`src/hdl/sorted_key_table_search_core_assert.svh`:
```
// Assertion macros shared by the sorted key table search core.
`ifndef SORTED_KEY_TABLE_SEARCH_CORE_ASSERT_SVH
`define SORTED_KEY_TABLE_SEARCH_CORE_ASSERT_SVH

// Same-cycle implication, sampled on clock and disabled during reset.
`define SKTS_ASSERT_NOW(label, ante, cons, msg) \
   label: assert property (@(posedge clock) disable iff (reset) (ante) |-> (cons)) \
      else $error(msg);

// Next-cycle implication, sampled on clock and disabled during reset.
`define SKTS_ASSERT_NEXT(label, ante, cons, msg) \
   label: assert property (@(posedge clock) disable iff (reset) (ante) |=> (cons)) \
      else $error(msg);

`endif

```
`src/hdl/skts_pkg.sv`:
```
// Types and constants shared by the sorted key table search core.
package skts_pkg;

   localparam int KEY_W = 32;
   localparam int POS_W = 6;
   localparam int STATUS_W = 2;

   localparam logic FUNC_INSERT = 1'b0;
   localparam logic FUNC_SEARCH = 1'b1;

   typedef enum logic [STATUS_W-1:0] {
      ST_INSERTED  = 2'd0,
      ST_FOUND     = 2'd1,
      ST_NOT_FOUND = 2'd2,
      ST_FULL      = 2'd3
   } status_type;

   typedef enum logic [1:0] {
      S_IDLE,
      S_SEARCH,
      S_RESPOND
   } state_type;

   typedef struct packed {
      logic              done;
      logic              found;
      logic [POS_W-1:0]  position;
   } search_result_type;

endpackage

```
`src/hdl/skts_cell.sv`:
```
// One cell of the sorted key chain: holds one key, shifts on insert, compares on search.
module skts_cell
   import skts_pkg::*;
#(
   parameter int TABLE_DEPTH = 64,
   parameter int CELL_INDEX  = 0
) (
   input  logic                              clock,
   input  logic                              insert_en,
   input  logic                              compare_en,
   input  logic [KEY_W-1:0]                  key,
   input  logic [$clog2(TABLE_DEPTH+1)-1:0]  count,
   input  logic [KEY_W-1:0]                  prev_key,
   input  logic                              prev_gt,
   output logic [KEY_W-1:0]                  key_out,
   output logic                              gt_out,
   output logic                              lt_flag,
   output logic                              eq_flag
);

   localparam int CW = $clog2(TABLE_DEPTH+1);

   logic [KEY_W-1:0] key_ff;
   logic [KEY_W-1:0] key_in;
   logic             lt_ff;
   logic             lt_in;
   logic             eq_ff;
   logic             eq_in;
   logic             occupied;
   logic             at_end;

   assign occupied = CW'(CELL_INDEX) < count;
   assign at_end   = CW'(CELL_INDEX) == count;
   assign gt_out   = occupied && (key_ff > key);
   assign key_out  = key_ff;
   assign lt_flag  = lt_ff;
   assign eq_flag  = eq_ff;

   always_comb begin
      key_in = key_ff;
      if (insert_en) begin
         if (prev_gt) begin
            key_in = prev_key;
         end else if (gt_out || at_end) begin
            key_in = key;
         end
      end
      lt_in = lt_ff;
      eq_in = eq_ff;
      if (compare_en) begin
         lt_in = key_ff < key;
         eq_in = key_ff == key;
      end
   end

   always_ff @(posedge clock) begin
      key_ff <= key_in;
      lt_ff  <= lt_in;
      eq_ff  <= eq_in;
   end

endmodule

```
`config.mk`:
```
export PLATFORM = sky130hd
export DESIGN_NAME = skts_cell
export DESIGN_NICKNAME = d
export VERILOG_FILES = /design/src/hdl/sorted_key_table_search_core_assert.svh /design/src/hdl/skts_pkg.sv /design/src/hdl/skts_cell.sv
export SDC_FILE = /design/constraint.sdc
export NUM_CORES = 1
export LEC_CHECK = 0
export BUFFER_PORTS_ARGS = -buffer_cell sky130_fd_sc_hd__buf_2
export CAP_MARGIN = 20
export CELL_PAD_IN_SITES_DETAIL_PLACEMENT = 0
export CELL_PAD_IN_SITES_GLOBAL_PLACEMENT = 1
export CORE_UTILIZATION = 31
export CTS_BUF_LIST = sky130_fd_sc_hd__clkbuf_4
export CTS_CLUSTER_DIAMETER = 30
export DETAILED_ROUTE_END_ITERATION = 12
export PLACE_DENSITY = 0.75
export SLEW_MARGIN = 10
export SYNTH_ARGS = -nofsm -noshare
export SYNTH_HDL_FRONTEND = slang
export SYNTH_SLANG_ARGS = --single-unit
```
`constraint.sdc`:
```
create_clock -name clock -period 3.7 [get_ports clock]
set_clock_uncertainty 0.2 [all_clocks]
set_input_delay 0.37 -clock clock [delete_from_list [all_inputs] [get_ports clock]]
set_output_delay 0.37 -clock clock [all_outputs]
set_load 0.02 [all_outputs]
```
==> results.md <==
* WHS Path Cells at 1
* DRC viols at 0
* Clock-pin transition on the worst setup and hold timing paths at 0.10 ns
* Crit Path Class: flip-flop to primary output
* Unrepaired setup endpoints after global routing: false
* Overall power at 0.933 mW
* Synth area leaders: edfxtp_1 46%, ha_1 18%, o21ai_0 7.2%
* Avg Cell Area, Syn at 9.79 um2
* Root Driver: clkbuf_4
* CP Launch Type: flip-flop
* Post-CTS Setup Inserts at 0
* CP endpoint kind: primary output
* Slew @ Worst Pin at 0.526 ns
* DIE AREA at 7520 um2
* Maxcap violations at 0
* Initial antenna violation count at 0
* Peak Freq at 342 MHz
* Final Hold Fails at 0
* Met1 WL at 2.32 mm
* Seq/Total Area, Yosys at 0.459
* Final worst path period share at 0.789
* Htree depth at 2
* Layout Cells excl Fill at 434
* Core box area at 6870 um2
* First-pass GRT wire length at 8.31 mm
* Vias per std cell at 4.51
* Vias in the first global route at 1,882
* Post-synth top cells: 39 x nand2_1, 34 x edfxtp_1, 33 x inv_1, 32 x ha_1, 32 x o21ai_0
* Reg2reg setup slack at 0.91 ns
* Total wire length at 5.22 mm
* Slew headroom at 0.649
* Setup TNS at 0 ns
* Largest net degree at the start of global routing at 64
* Starting DRT DRC Count at 69
* Post-cts repair resize count at 0
* Post-Place Cells at 427
* Register bit total from synthesis at 34
* Share of cells above drive strength 1 at 0.370
* Top-count cell post-synth: nand2_1
* Top cell type's share of synthesized area at 0.459
* VDD IR max at 0.128 mV
* CTS Hold Bufs at 0
* Fin crit period at 2.92 ns
* Unique masters post-synth at 29
* Die W at 86.7 um
* Post-synth EDFFs at 34
* Die height at 86.7 um
* CTS tree: done
* Mapped Nets at 334
* RD Place Congestion at 0.762
* Yosys top cell by area: edfxtp_1
* Worst R2R Start: key_out[14]$_DFFE_PP_
* Status: finished clean
* Async SR Flop Fraction at 0
* CTS Sinks at 34
* Starting Density at 0.324
* Total global routing overflow at 0
* Per-cell routed wire length at 12.0 um
* Worst Path Required at 3.13 ns
* Post-route ant nets at 0
* Met3 WL at 296 um
* Place WS at 0.777 ns
* Cts bufs inserted at 5
* Mapped cell area at 2220 um2
* Max Used Layer: met4
* Cells after Synth at 227
* Arrival time worst endpoint at 2.35 ns
* Peak fanout along the critical path at 4
* Hold Crit Class: input port to flip-flop
* Number of buffers inserted by port buffering at 109
* Pwr Density at 315 nW/um2
* Placed cell areas at 2910 um2
* Global Route Usage Sum at 0.145
* Main flop type after synthesis: edfxtp_1
* Max Slew Vio Count at 0
* Worst Hold End: lt_flag$_DFFE_PP_
* Final Cell Area at 2960 um2
* Hpwl dp at 4.29 mm
* Layout Nets at 445
* PnR worst setup slack at 0.779 ns
* Ports at 110
* N_diodes at 0
* Vias post-DR at 1,957
* Final Setup Violations at 0
* Maximum clock insertion buffer count at 2
* DR pass1 iterations at 6
* RR Endpoint: key_out[23]$_DFFE_PP_
* R2R cell count at 6
* Layout area overhead at 33.2%
* Metal2 WL at 2.57 mm
* Worst Hold Launch: compare_en
* Clk_lat worst skew at 0.32 ns
* Pleak at 1.47 nW
* Cell row count at 30
* Yosys warns at 0
[power breakdown]
part	switching, mW	internal [mW]	total [mW]
registers	0.0147	0.463	0.478
logic	0.150	0.105	0.255
clock network	0.114	0.0863	0.200
total	0.278	0.654	0.933
[layout make-up]
cell class	instances	area [um2]
fillers	705	3910
multi-input cells	153	1070
flip-flops and latches	34	1020
repair buffers	111	573
inverters	33	124
well taps	96	120
clock buffers	7	52.6
[critical path, stage by stage, from the launching register on]
cell and delay (ns):
edfxtp_1 0.41, ha_1 0.34, nand4_1 0.21, nor2_1 0.08, a221o_1 0.32, o31ai_2 0.38, a21oi_1 0.11, buf_2 0.18
[metrics by stage]
step,hold slack (ns),util
global route,0.0303,0.431
CTS,0.0463,0.431
global placement,0.388,0.423
floorplan,0.282,-
finish,0.0645,0.431
detailed placement,0.400,0.423
[sequential cells by signal (all words and copies together), names as in the netlist]
register and flops:
key_out 32, eq_flag 1, lt_flag 1
[worst max path at each step]
stage	from	to	slack [ns]
floorplan	key_out[27]$_DFFE_PP_	key_out[0]$_DFFE_PP_	0.54
CTS	key_out[23]$_DFFE_PP_	gt_out	0.71
detailed placement	key[23]	key_out[12]$_DFFE_PP_	0.78
finish	key_out[14]$_DFFE_PP_	gt_out	0.78
global route	key_out[23]$_DFFE_PP_	gt_out	0.44
global placement	key[23]	key_out[17]$_DFFE_PP_	0.82
[layer usage]
metal,vias up,GRT usage
li1,1035,-
met3,2,0.0410
met2,58,0.250
met1,862,0.178
met5,-,0
met4,0,0.0409
[cells by family after synthesis]
| kind of cell | count (synthesis) | share of synthesized area |
|---|---|---|
| buffers and inverters | 40 | 0.0675 |
| adder cells (fa/ha/maj) | 32 | 0.180 |
| flip-flops | 34 | 0.459 |
| multiplexers | 1 | 0.00506 |
| AND/OR/NAND/NOR | 64 | 0.141 |
| AO/OA/AOI/OAI | 56 | 0.147 |
[placed cells by master (no fill, tap or decap)]
cell	instances
o21ai_0	32
nor4_1	3
mux2_2	1
ha_1	32
nand3_1	5
nor2b_1	1
a21o_1	3
nor3b_1	1
o31ai_2	1
nor2_1	2
a2111oi_0	1
nor4_4	1
inv_1	33
buf_2	109
a21oi_1	12
clkbuf_4	7
nand4_2	1
nand4_1	8
nor3_1	1
a21oi_2	1
o21ai_1	1
buf_12	1
nand2_1	39
a221oi_1	1
buf_4	1
a221o_1	1
o211ai_1	1
and2_1	2
a41oi_4	1
edfxtp_1	34
a2111oi_2	1
Note: power is estimated with default switching activity, not from simulation.
