<file path="config.mk">
export PLATFORM = sky130hd
export DESIGN_NAME = skts_search
export DESIGN_NICKNAME = d
export VERILOG_FILES = /design/src/hdl/sorted_key_table_search_core_assert.svh /design/src/hdl/skts_pkg.sv /design/src/hdl/skts_search.sv
export SDC_FILE = /design/constraint.sdc
export NUM_CORES = 1
export LEC_CHECK = 0
export ABC_AREA = 0
export BUFFER_PORTS_ARGS = -buffer_cell sky130_fd_sc_hd__buf_2
export CAP_MARGIN = 20
export CORE_UTILIZATION = 46
export CTS_BUF_LIST = sky130_fd_sc_hd__clkbuf_16
export DETAILED_ROUTE_END_ITERATION = 7
export GPL_ROUTABILITY_DRIVEN = 0
export PLACE_DENSITY = 0.83
export SLEW_MARGIN = 15
export SYNTH_ARGS = -nofsm -noshare
export SYNTH_HDL_FRONTEND = slang
export SYNTH_SLANG_ARGS = --single-unit
</file>
<file path="constraint.sdc">
create_clock -name clock -period 4.7 [get_ports clock]
set_clock_uncertainty 0.1 [all_clocks]
set_input_delay 0.705 -clock clock [delete_from_list [all_inputs] [get_ports clock]]
set_output_delay 0.705 -clock clock [all_outputs]
set_load 0.01 [all_outputs]
</file>
<file path="src/hdl/sorted_key_table_search_core_assert.svh">
// Assertion macros shared by the sorted key table search core.
`ifndef SORTED_KEY_TABLE_SEARCH_CORE_ASSERT_SVH
`define SORTED_KEY_TABLE_SEARCH_CORE_ASSERT_SVH

// Same-cycle implication, sampled on clock and disabled during reset.
`define SKTS_ASSERT_NOW(label, ante, cons, msg) \
   label: assert property (@(posedge clock) disable iff (reset) (ante) |-> (cons)) \
      else $error(msg);

// Next-cycle implication, sampled on clock and disabled during reset.
`define SKTS_ASSERT_NEXT(label, ante, cons, msg) \
   label: assert property (@(posedge clock) disable iff (reset) (ante) |=> (cons)) \
      else $error(msg);

`endif

</file>
<file path="src/hdl/skts_pkg.sv">
// Types and constants shared by the sorted key table search core.
package skts_pkg;

   localparam int KEY_W = 32;
   localparam int POS_W = 6;
   localparam int STATUS_W = 2;

   localparam logic FUNC_INSERT = 1'b0;
   localparam logic FUNC_SEARCH = 1'b1;

   typedef enum logic [STATUS_W-1:0] {
      ST_INSERTED  = 2'd0,
      ST_FOUND     = 2'd1,
      ST_NOT_FOUND = 2'd2,
      ST_FULL      = 2'd3
   } status_type;

   typedef enum logic [1:0] {
      S_IDLE,
      S_SEARCH,
      S_RESPOND
   } state_type;

   typedef struct packed {
      logic              done;
      logic              found;
      logic [POS_W-1:0]  position;
   } search_result_type;

endpackage

</file>
<file path="src/hdl/skts_search.sv">
// Binary search sequencer that probes the cells' compare flags one index per cycle.
module skts_search
   import skts_pkg::*;
#(
   parameter int TABLE_DEPTH = 64
) (
   input  logic                              clock,
   input  logic                              reset,
   input  logic                              start,
   input  logic [$clog2(TABLE_DEPTH+1)-1:0]  count,
   input  logic [TABLE_DEPTH-1:0]            lt_vec,
   input  logic [TABLE_DEPTH-1:0]            eq_vec,
   output search_result_type                 result
);

   localparam int IW = $clog2(TABLE_DEPTH);
   localparam int CW = $clog2(TABLE_DEPTH+1);

   logic          busy_ff;
   logic          busy_in;
   logic [CW-1:0] lo_ff;
   logic [CW-1:0] lo_in;
   logic [CW-1:0] hi_ff;
   logic [CW-1:0] hi_in;
   logic [CW-1:0] mid;
   logic          crossed;
   logic          probe_lt;
   logic          probe_eq;

   assign mid      = lo_ff + ((hi_ff - lo_ff) >> 1);
   assign crossed  = lo_ff > hi_ff;
   assign probe_lt = lt_vec[mid[IW-1:0]];
   assign probe_eq = eq_vec[mid[IW-1:0]];

   always_comb begin
      result.done     = busy_ff && (crossed || probe_eq || (!probe_lt && (mid == '0)));
      result.found    = busy_ff && !crossed && probe_eq;
      result.position = result.found ? POS_W'(mid) : '0;
   end

   always_comb begin
      busy_in = busy_ff;
      lo_in   = lo_ff;
      hi_in   = hi_ff;
      if (start) begin
         busy_in = 1'b1;
         if (count == '0) begin
            lo_in = CW'(1);
            hi_in = '0;
         end else begin
            lo_in = '0;
            hi_in = count - CW'(1);
         end
      end else if (busy_ff) begin
         if (result.done) begin
            busy_in = 1'b0;
         end else if (probe_lt) begin
            lo_in = mid + CW'(1);
         end else begin
            hi_in = mid - CW'(1);
         end
      end
   end

   always_ff @(posedge clock) begin
      if (reset) begin
         busy_ff <= 1'b0;
      end else begin
         busy_ff <= busy_in;
      end
      lo_ff <= lo_in;
      hi_ff <= hi_in;
   end

endmodule

</file>
==> results of run 1 <==
==> timing repair <==
item,in CTS,in global routing
cloned,0,1
gates resized for setup,2,16
pin swaps,1,5
hold buffers,0,0
setup buffers,1,6
setup endpoints to repair,1,15
==> cells by family after synthesis <==
group	count (synthesis)	share of synthesized area
muxes	39	0.335
adders and majority gates	19	0.0979
buffers and inverters	31	0.0576
xor gates and xnor gates	25	0.0877
and+or+nand+nor	76	0.141
AOI/OAI and AO/OA	40	0.110
DFF	15	0.171
==> placed cells by master, fill, tap and decap left out, types with 2 or more instances in the layout <==
| cell | instances |
|---|---|
| sky130_fd_sc_hd__buf_2 | 145 |
| sky130_fd_sc_hd__mux4_2 | 27 |
| sky130_fd_sc_hd__nand2_1 | 22 |
| sky130_fd_sc_hd__buf_4 | 18 |
| sky130_fd_sc_hd__inv_1 | 17 |
| sky130_fd_sc_hd__nor2_1 | 17 |
| sky130_fd_sc_hd__ha_1 | 15 |
| sky130_fd_sc_hd__xnor2_1 | 14 |
| sky130_fd_sc_hd__edfxtp_1 | 14 |
| sky130_fd_sc_hd__xor2_1 | 8 |
| sky130_fd_sc_hd__nand3_1 | 8 |
| sky130_fd_sc_hd__mux4_1 | 8 |
| sky130_fd_sc_hd__nor3_1 | 7 |
| sky130_fd_sc_hd__o21ai_0 | 7 |
| sky130_fd_sc_hd__a21o_1 | 5 |
| sky130_fd_sc_hd__a21oi_1 | 5 |
| sky130_fd_sc_hd__nand4_1 | 5 |
| sky130_fd_sc_hd__clkbuf_16 | 4 |
| sky130_fd_sc_hd__buf_12 | 4 |
| sky130_fd_sc_hd__a21oi_2 | 3 |
| sky130_fd_sc_hd__nor3b_1 | 3 |
| sky130_fd_sc_hd__o22ai_1 | 3 |
| sky130_fd_sc_hd__nand3b_1 | 2 |
| sky130_fd_sc_hd__mux2i_1 | 2 |
| sky130_fd_sc_hd__xnor2_2 | 2 |
| sky130_fd_sc_hd__or3_1 | 2 |
| sky130_fd_sc_hd__nor2b_1 | 2 |
| sky130_fd_sc_hd__mux2_2 | 2 |
| sky130_fd_sc_hd__a211oi_2 | 2 |
| sky130_fd_sc_hd__and3_1 | 2 |
| sky130_fd_sc_hd__fa_2 | 2 |
| sky130_fd_sc_hd__ha_2 | 2 |
==> worst max-delay path, stage by stage, from the launching register on <==
cell and delay [ns]:
sky130_fd_sc_hd__edfxtp_1 0.36, sky130_fd_sc_hd__nand2b_4 0.16, sky130_fd_sc_hd__fa_2 0.54, sky130_fd_sc_hd__ha_2 0.18, sky130_fd_sc_hd__inv_1 0.06, sky130_fd_sc_hd__fa_2 0.57
sky130_fd_sc_hd__buf_12 0.12, sky130_fd_sc_hd__buf_12 0.13, sky130_fd_sc_hd__mux4_1 0.28, sky130_fd_sc_hd__nand2_1 0.08, sky130_fd_sc_hd__a21oi_1 0.06, sky130_fd_sc_hd__o21ai_0 0.37
sky130_fd_sc_hd__and2_1 0.26, sky130_fd_sc_hd__a211o_4 0.19, sky130_fd_sc_hd__nor2_1 0.05, sky130_fd_sc_hd__buf_2 0.14
==> per-layer routing <==
layer / wire, um / share of wire / global-route usage
met5: 0 / 0 / 0
met4: 548 / 0.059 / 0.115
met3: 762 / 0.083 / 0.0417
met2: 4810 / 0.52 / 0.517
met1: 3100 / 0.34 / 0.317
==> state kept, by name, summed over array words and instances, names as in the netlist <==
register  cells
busy_ff       1
hi_ff         7
lo_ff         7
==> final cells by class <==
cell class | count | area (sq um) | area share
clock buffer | 3 | 75.1 | 0.0201
clock inverter | 1 | 5.00 | 0.00134
inverter | 18 | 67.6 | 0.0181
multi-input combinational | 199 | 2090 | 0.560
sequential | 15 | 440 | 0.118
tap | 70 | 87.6 | 0.0235
timing repair buffer | 168 | 966 | 0.259
==> how the worst min path moves through the flow <==
stage	slack [ns]	cells after the start	from	to
CTS	0.62	2	reset	busy_ff$_SDFF_PP0_
global route	0.62	2	reset	busy_ff$_SDFF_PP0_
global placement	0.63	3	busy_ff$_SDFF_PP0_	busy_ff$_SDFF_PP0_
detailed placement	0.69	3	busy_ff$_SDFF_PP0_	busy_ff$_SDFF_PP0_
finish	0.62	2	reset	busy_ff$_SDFF_PP0_
floorplan	0.57	3	busy_ff$_SDFF_PP0_	busy_ff$_SDFF_PP0_
==> per-stage QoR <==
step / setup slack [ns] / std cells / setup TNS, ns / hold WS (ns) / utilization
after floorplan: 0.530 / 245 / 0 / 0.571 / -
after global placement: 0.429 / 462 / 0 / 0.628 / 0.657
after detailed placement: 0.229 / 462 / 0 / 0.687 / 0.657
after CTS: 0.000993 / 467 / 0 / 0.621 / 0.675
after global routing: -0.0526 / 474 / -0.190 / 0.618 / 0.708
final: 0.0733 / 474 / 0 / 0.616 / 0.708
==> flow_summary.html, run 1 <==
<table>
<tr><th>Metric</th><th>Value</th></tr>
<tr><th colspan="2">GRT</th></tr>
<tr><td>Residual overflow from global routing</td><td>0</td></tr>
<tr><td>Total routing usage reported by global routing</td><td>0.279</td></tr>
<tr><td>Pin count of the biggest net entering global routing</td><td>32</td></tr>
<tr><td>Global-route wire length before repair</td><td>about 13000 um</td></tr>
<tr><td>Initial antenna violation count</td><td>0</td></tr>
<tr><td>Vias in the first global route</td><td>roughly 2900</td></tr>
<tr><th colspan="2">Floorplanning</th></tr>
<tr><td>Initial Utilization</td><td>0.490</td></tr>
<tr><td>Placeable Area</td><td>approximately 5300 sq um</td></tr>
<tr><td>Chip Height</td><td>76.9 um</td></tr>
<tr><td>Chip width</td><td>roughly 77 um</td></tr>
<tr><td>Standard-cell rows</td><td>26</td></tr>
<tr><td>I/O Pins</td><td>146</td></tr>
<tr><td>Area of the die</td><td>~5900 sq um</td></tr>
<tr><th colspan="2">Synth</th></tr>
<tr><td>Count of flip-flops with a built-in enable after synthesis</td><td>14</td></tr>
<tr><td>Share of Yosys cell area claimed by the top area cell type</td><td>0.227</td></tr>
<tr><td>Post-synth design cell area</td><td>2580 sq um</td></tr>
<tr><td>Cell taking the most area after synthesis</td><td>sky130_fd_sc_hd__mux4_2</td></tr>
<tr><td>Cells taking the most area after synthesis</td><td>sky130_fd_sc_hd__mux4_2 23%, sky130_fd_sc_hd__edfxtp_1 16%, sky130_fd_sc_hd__mux4_1 9.2%</td></tr>
<tr><td>Cell variety after synth</td><td>50</td></tr>
<tr><td>Most instantiated library cell after synthesis</td><td>sky130_fd_sc_hd__mux4_2</td></tr>
<tr><td>Post-Syn Nets</td><td>between 400 and 500</td></tr>
<tr><td>FF+latch count, synth</td><td>15</td></tr>
<tr><td>Cell count after synthesis</td><td>245</td></tr>
<tr><td>Dominant synthesized flop cell</td><td>sky130_fd_sc_hd__edfxtp_1</td></tr>
<tr><td>Syn_area_per_cell</td><td>about 11 sq um</td></tr>
<tr><td>Sequential area share after synthesis</td><td>0.171</td></tr>
<tr><td>Share of flip-flops with an asynchronous set or reset</td><td>0</td></tr>
<tr><td>Top cells by count, synth</td><td>26 x sky130_fd_sc_hd__mux4_2, 22 x sky130_fd_sc_hd__nand2_1, 18 x sky130_fd_sc_hd__inv_1, 18 x sky130_fd_sc_hd__nor2_1, 17 x sky130_fd_sc_hd__ha_1</td></tr>
<tr><td>Count of warnings emitted by yosys</td><td>0</td></tr>
<tr><th colspan="2">Clock network</th></tr>
<tr><td>TritonCTS clock tree</td><td>done</td></tr>
<tr><td>Root Buffer Master</td><td>sky130_fd_sc_hd__clkbuf_16</td></tr>
<tr><td>CTS H-Tree Depth</td><td>1</td></tr>
<tr><td>Number of clock sinks</td><td>15</td></tr>
<tr><td>Clock-pin slew of the registers on the worst-case setup and hold paths</td><td>around 0.05 ns</td></tr>
<tr><td>Clock buffers created by TritonCTS</td><td>3</td></tr>
<tr><td>Worst skew pair latency</td><td>about 0.25 ns</td></tr>
<tr><td>Buffer levels on the longest clock path</td><td>2</td></tr>
<tr><th colspan="2">Routing</th></tr>
<tr><td>Detailed-routing iteration count for the pre-antenna-repair pass</td><td>6</td></tr>
<tr><td>Via count of the routed design</td><td>between 2000 and 3000</td></tr>
<tr><td>Final routed wire length divided by cell count</td><td>between 15 and 20 um</td></tr>
<tr><td>Remaining antenna violation count</td><td>0</td></tr>
<tr><td>Total wirelength of the detailed-routed design</td><td>9220 um</td></tr>
<tr><td>Post-detailed-route DRC marker count</td><td>0</td></tr>
<tr><td>Avg Vias per Cell</td><td>~6.2</td></tr>
<tr><td>DRC marker count from the first detailed-route iteration</td><td>around 220</td></tr>
<tr><th colspan="2">Setup path</th></tr>
<tr><td>Endpoint type of the worst setup path</td><td>output pin</td></tr>
<tr><td>Data required time at the worst endpoint</td><td>~3.9 ns</td></tr>
<tr><td>R2R cell count</td><td>17</td></tr>
<tr><td>Capture point of the critical path</td><td>result[0]</td></tr>
<tr><td>CP Class</td><td>reg -&gt; out</td></tr>
<tr><td>Data arrival, critical path</td><td>~3.8 ns</td></tr>
<tr><td>Worst reg2reg setup slack</td><td>0.31 ns</td></tr>
<tr><td>Startpoint types</td><td>flop</td></tr>
<tr><td>Worst flop-to-flop path endpoint</td><td>lo_ff[5]$_SDFFCE_PP0P_</td></tr>
<tr><td>Largest fanout of any net on the critical path</td><td>11</td></tr>
<tr><td>CP Launch Point</td><td>hi_ff[0]$_DFFE_PP_</td></tr>
<tr><td>Worst reg2reg path startpoint</td><td>hi_ff[0]$_DFFE_PP_</td></tr>
<tr><th colspan="2">Layout</th></tr>
<tr><td>Number of nets in the layout</td><td>~560</td></tr>
<tr><td>Proportion of layout cells with a drive suffix above 1</td><td>0.554</td></tr>
<tr><td>Area added between synthesis and finish</td><td>44.4%</td></tr>
<tr><td>Count of fill cells added during filler insertion</td><td>382</td></tr>
<tr><td>Summed area of non-filler cells in the final layout</td><td>approximately 3700 sq um</td></tr>
<tr><td>Antenna cells</td><td>0</td></tr>
<tr><th colspan="2">Placement</th></tr>
<tr><td>Port Buf Inserts</td><td>between 100 and 150</td></tr>
<tr><td>DP HPWL</td><td>between 6000 and 7000 um</td></tr>
<tr><td>Area post-placement</td><td>roughly 3500 sq um</td></tr>
<tr><th colspan="2">Timing</th></tr>
<tr><td>Number of failing setup endpoints in the final timing report</td><td>0</td></tr>
<tr><td>Slew at the pin closest to its max-slew limit</td><td>about 0.46 ns</td></tr>
<tr><td>Hold violation count in the final report</td><td>0</td></tr>
<tr><td>Final cycle utilization of the critical path</td><td>0.984</td></tr>
<tr><td>Final max-slew violation count</td><td>0</td></tr>
<tr><td>Peak clock frequency supported by timing</td><td>between 0.2 and 0.25 GHz</td></tr>
<tr><td>Worst slew margin relative to its limit</td><td>0.688</td></tr>
<tr><td>Clock period minus worst slack</td><td>approximately 4.6 ns</td></tr>
<tr><th colspan="2">Run</th></tr>
<tr><td>Max-capacitance violation count</td><td>0</td></tr>
<tr><th colspan="2">Worst hold path</th></tr>
<tr><td>Path category of the worst min-delay check</td><td>in -&gt; reg</td></tr>
<tr><th colspan="2">Run status</th></tr>
<tr><td>Run status</td><td>complete, no violations</td></tr>
</table>
Power of run 1 is not shown: default switching activity piles up to over one toggle a cycle in this logic, so the estimate is an artifact.
==> run 2, diff against run 1 <==
- REMOVE_ABC_BUFFERS: not set -> 1
==> flow_summary.html, run 2 (synthesis results as in run 1) <==
<table>
<tr><th>Metric</th><th>Value</th></tr>
<tr><th colspan="2">GRT</th></tr>
<tr><td>Pin count of the biggest net entering global routing</td><td>32 (unchanged)</td></tr>
<tr><td>Residual overflow from global routing</td><td>0 (unchanged)</td></tr>
<tr><td>Initial antenna violation count</td><td>0 (unchanged)</td></tr>
<tr><td>Total routing usage reported by global routing</td><td>0.300 (+0.0205)</td></tr>
<tr><td>Vias in the first global route</td><td>2978 (+2.9%)</td></tr>
<tr><td>Global-route wire length before repair</td><td>13800 um (+6.7%)</td></tr>
<tr><th colspan="2">Timing</th></tr>
<tr><td>Final max-slew violation count</td><td>0 (unchanged)</td></tr>
<tr><td>Worst slew margin relative to its limit</td><td>0.664 (-0.0243)</td></tr>
<tr><td>Number of failing setup endpoints in the final timing report</td><td>0 (unchanged)</td></tr>
<tr><td>Peak clock frequency supported by timing</td><td>0.217 GHz (+0.44%)</td></tr>
<tr><td>Hold violation count in the final report</td><td>0 (unchanged)</td></tr>
<tr><td>Final cycle utilization of the critical path</td><td>0.980 (-0.00435)</td></tr>
<tr><td>Clock period minus worst slack</td><td>4.61 ns (-0.0204 ns)</td></tr>
<tr><td>Slew at the pin closest to its max-slew limit</td><td>0.502 ns (+0.0382 ns)</td></tr>
<tr><td>Minimum hold slack</td><td>0.628 ns (+0.0118 ns)</td></tr>
<tr><th colspan="2">Routing</th></tr>
<tr><td>Post-detailed-route DRC marker count</td><td>0 (unchanged)</td></tr>
<tr><td>Avg Vias per Cell</td><td>5.91 (-4.7%)</td></tr>
<tr><td>Total wirelength of the detailed-routed design</td><td>9110 um (-1.2%)</td></tr>
<tr><td>DRC marker count from the first detailed-route iteration</td><td>212 (-1.4%)</td></tr>
<tr><td>Via count of the routed design</td><td>2838 (-3.5%)</td></tr>
<tr><td>Detailed-routing iteration count for the pre-antenna-repair pass</td><td>5 (-1)</td></tr>
<tr><td>Final routed wire length divided by cell count</td><td>19.0 um (-2.4%)</td></tr>
<tr><td>Remaining antenna violation count</td><td>0 (unchanged)</td></tr>
<tr><th colspan="2">Run</th></tr>
<tr><td>Max-capacitance violation count</td><td>0 (unchanged)</td></tr>
<tr><th colspan="2">Clock network</th></tr>
<tr><td>Clock-pin slew of the registers on the worst-case setup and hold paths</td><td>0.05 ns (about the same)</td></tr>
<tr><td>Hold_buf cts</td><td>0 (unchanged)</td></tr>
<tr><td>Number of clock sinks</td><td>15 (unchanged)</td></tr>
<tr><td>Buffer levels on the longest clock path</td><td>2 (unchanged)</td></tr>
<tr><td>TritonCTS clock tree</td><td>done</td></tr>
<tr><td>Worst skew pair latency</td><td>0.25 ns (about the same)</td></tr>
<tr><td>Clock buffers created by TritonCTS</td><td>3 (unchanged)</td></tr>
<tr><td>CTS H-Tree Depth</td><td>1 (unchanged)</td></tr>
<tr><td>Root Buffer Master</td><td>sky130_fd_sc_hd__clkbuf_16</td></tr>
<tr><th colspan="2">Placement</th></tr>
<tr><td>Port Buf Inserts</td><td>145 (unchanged)</td></tr>
<tr><td>DP HPWL</td><td>6810 um (-0.46%)</td></tr>
<tr><th colspan="2">Setup path</th></tr>
<tr><td>Largest fanout of any net on the critical path</td><td>5 (-6)</td></tr>
<tr><td>Most frequent cell on the critical path</td><td>sky130_fd_sc_hd__ha_1</td></tr>
<tr><td>Cell family with the largest share of critical-path delay</td><td>compound AO/OA/AOI/OAI gates</td></tr>
<tr><td>Worst reg2reg setup slack</td><td>0.45 ns (+0.14 ns)</td></tr>
<tr><td>Master of the slowest instance on the critical path</td><td>sky130_fd_sc_hd__ha_1</td></tr>
<tr><td>Startpoint types</td><td>flop</td></tr>
<tr><td>Data required time at the worst endpoint</td><td>3.89 ns (about the same)</td></tr>
<tr><td>Buffer and inverter count on the worst path</td><td>3 (-1)</td></tr>
<tr><td>CP Class</td><td>reg -&gt; out</td></tr>
<tr><td>CP cell instances</td><td>inv_2 &gt; ha_1 &gt; a21o_1 &gt; a21oi_1 &gt; o21ai_0 &gt; xor2_1 &gt; ha_1 &gt; inv_1 &gt; xnor2_2 &gt; nand4_1 &gt; a41oi_2 &gt; a32oi_2 &gt; o21a_1 &gt; buf_2</td></tr>
<tr><td>Data arrival, critical path</td><td>3.80 ns (-0.02 ns)</td></tr>
<tr><td>Highest cell delay on the worst timing path</td><td>0.46 ns (-0.11 ns)</td></tr>
<tr><td>Endpoint type of the worst setup path</td><td>output pin</td></tr>
<tr><th colspan="2">Floorplanning</th></tr>
<tr><td>I/O Pins</td><td>146 (unchanged)</td></tr>
<tr><td>Chip Height</td><td>76.9 um (unchanged)</td></tr>
<tr><td>Area of the die</td><td>5920 sq um (unchanged)</td></tr>
<tr><td>Standard-cell rows</td><td>26 (unchanged)</td></tr>
<tr><td>Placeable Area</td><td>5270 sq um (unchanged)</td></tr>
<tr><td>Initial Utilization</td><td>0.490 (unchanged)</td></tr>
<tr><td>Chip width</td><td>76.9 um (unchanged)</td></tr>
<tr><th colspan="2">Layout</th></tr>
<tr><td>Area added between synthesis and finish</td><td>47.1%</td></tr>
<tr><td>Commonest non-fill, non-tap cells in the layout</td><td>145 x sky130_fd_sc_hd__buf_2, 26 x sky130_fd_sc_hd__mux4_2, 25 x sky130_fd_sc_hd__buf_4</td></tr>
<tr><td>Proportion of layout cells with a drive suffix above 1</td><td>0.561 (+0.00652)</td></tr>
<tr><td>Most common library cell in the layout ignoring fill and taps</td><td>sky130_fd_sc_hd__buf_2</td></tr>
<tr><td>Number of nets in the layout</td><td>568 (+1.1%)</td></tr>
<tr><td>Largest regs</td><td>hi_ff x7, lo_ff x7, busy_ff x1</td></tr>
<tr><td>Count of fill cells added during filler insertion</td><td>365 (-4.5%)</td></tr>
<tr><td>Antenna cells</td><td>0 (unchanged)</td></tr>
<tr><th colspan="2">Worst hold path</th></tr>
<tr><td>Path category of the worst min-delay check</td><td>in -&gt; reg</td></tr>
<tr><th colspan="2">Run status</th></tr>
<tr><td>Run status</td><td>complete, no violations</td></tr>
</table>
[run 2: timing repair]
action / 4_1_cts / 5_1_grt
endpoints found under the hold margin: 0 / 0
cloned: 0 / 1
pin swaps: 0 / 8
setup endpoints to repair: 7 / 7
buffers inserted: 0 / 15
gates resized for setup: 6 / 17
[run 2: through the flow]
step	TNS [ns]	util	cells	cell area (sq um)	worst slack (ns)
final	0	0.721	480	3800	0.0937
after global routing	-0.0934	0.721	480	3800	-0.0616
after CTS	0	0.677	464	3570	0.00782
after detailed placement	0	0.654	460	3450	0.136
after global placement	0	0.654	460	3450	0.338
after floorplan	-0.345	-	232	2500	-0.0578
[run 2: layer usage]
layer / routed length [um] / GRT usage / up-vias
met5: 0 / 0 / -
met4: 265 / 0.129 / 0
met3: 681 / 0.0464 / 30
met2: 4900 / 0.558 / 182
met1: 3270 / 0.334 / 1338
li1: - / - / 1288
[run 2: cell type report]
cell class	count	area [sq um]	share of cell area
Multi-Input combinational cell	199	2130	0.562
Clock buffer	3	75.1	0.0198
Clock inverter	1	3.75	0.000988
Inverter	18	67.6	0.0178
Sequential cell	15	440	0.116
Tap cell	70	87.6	0.0231
Timing Repair Buffer	174	990	0.261
[run 2: final timing paths]
path / from / to / depth (start not counted)
worst min-delay path: reset / busy_ff$_SDFF_PP0_ / 2
worst max register to register: lo_ff[1]$_SDFFCE_PP0P_ / lo_ff[6]$_SDFFCE_PP0P_ / 15
worst min register to register: busy_ff$_SDFF_PP0_ / busy_ff$_SDFF_PP0_ / 3
worst max-delay path: lo_ff[1]$_SDFFCE_PP0P_ / result[7] / 14
Power of run 2 is left out for the same reason.
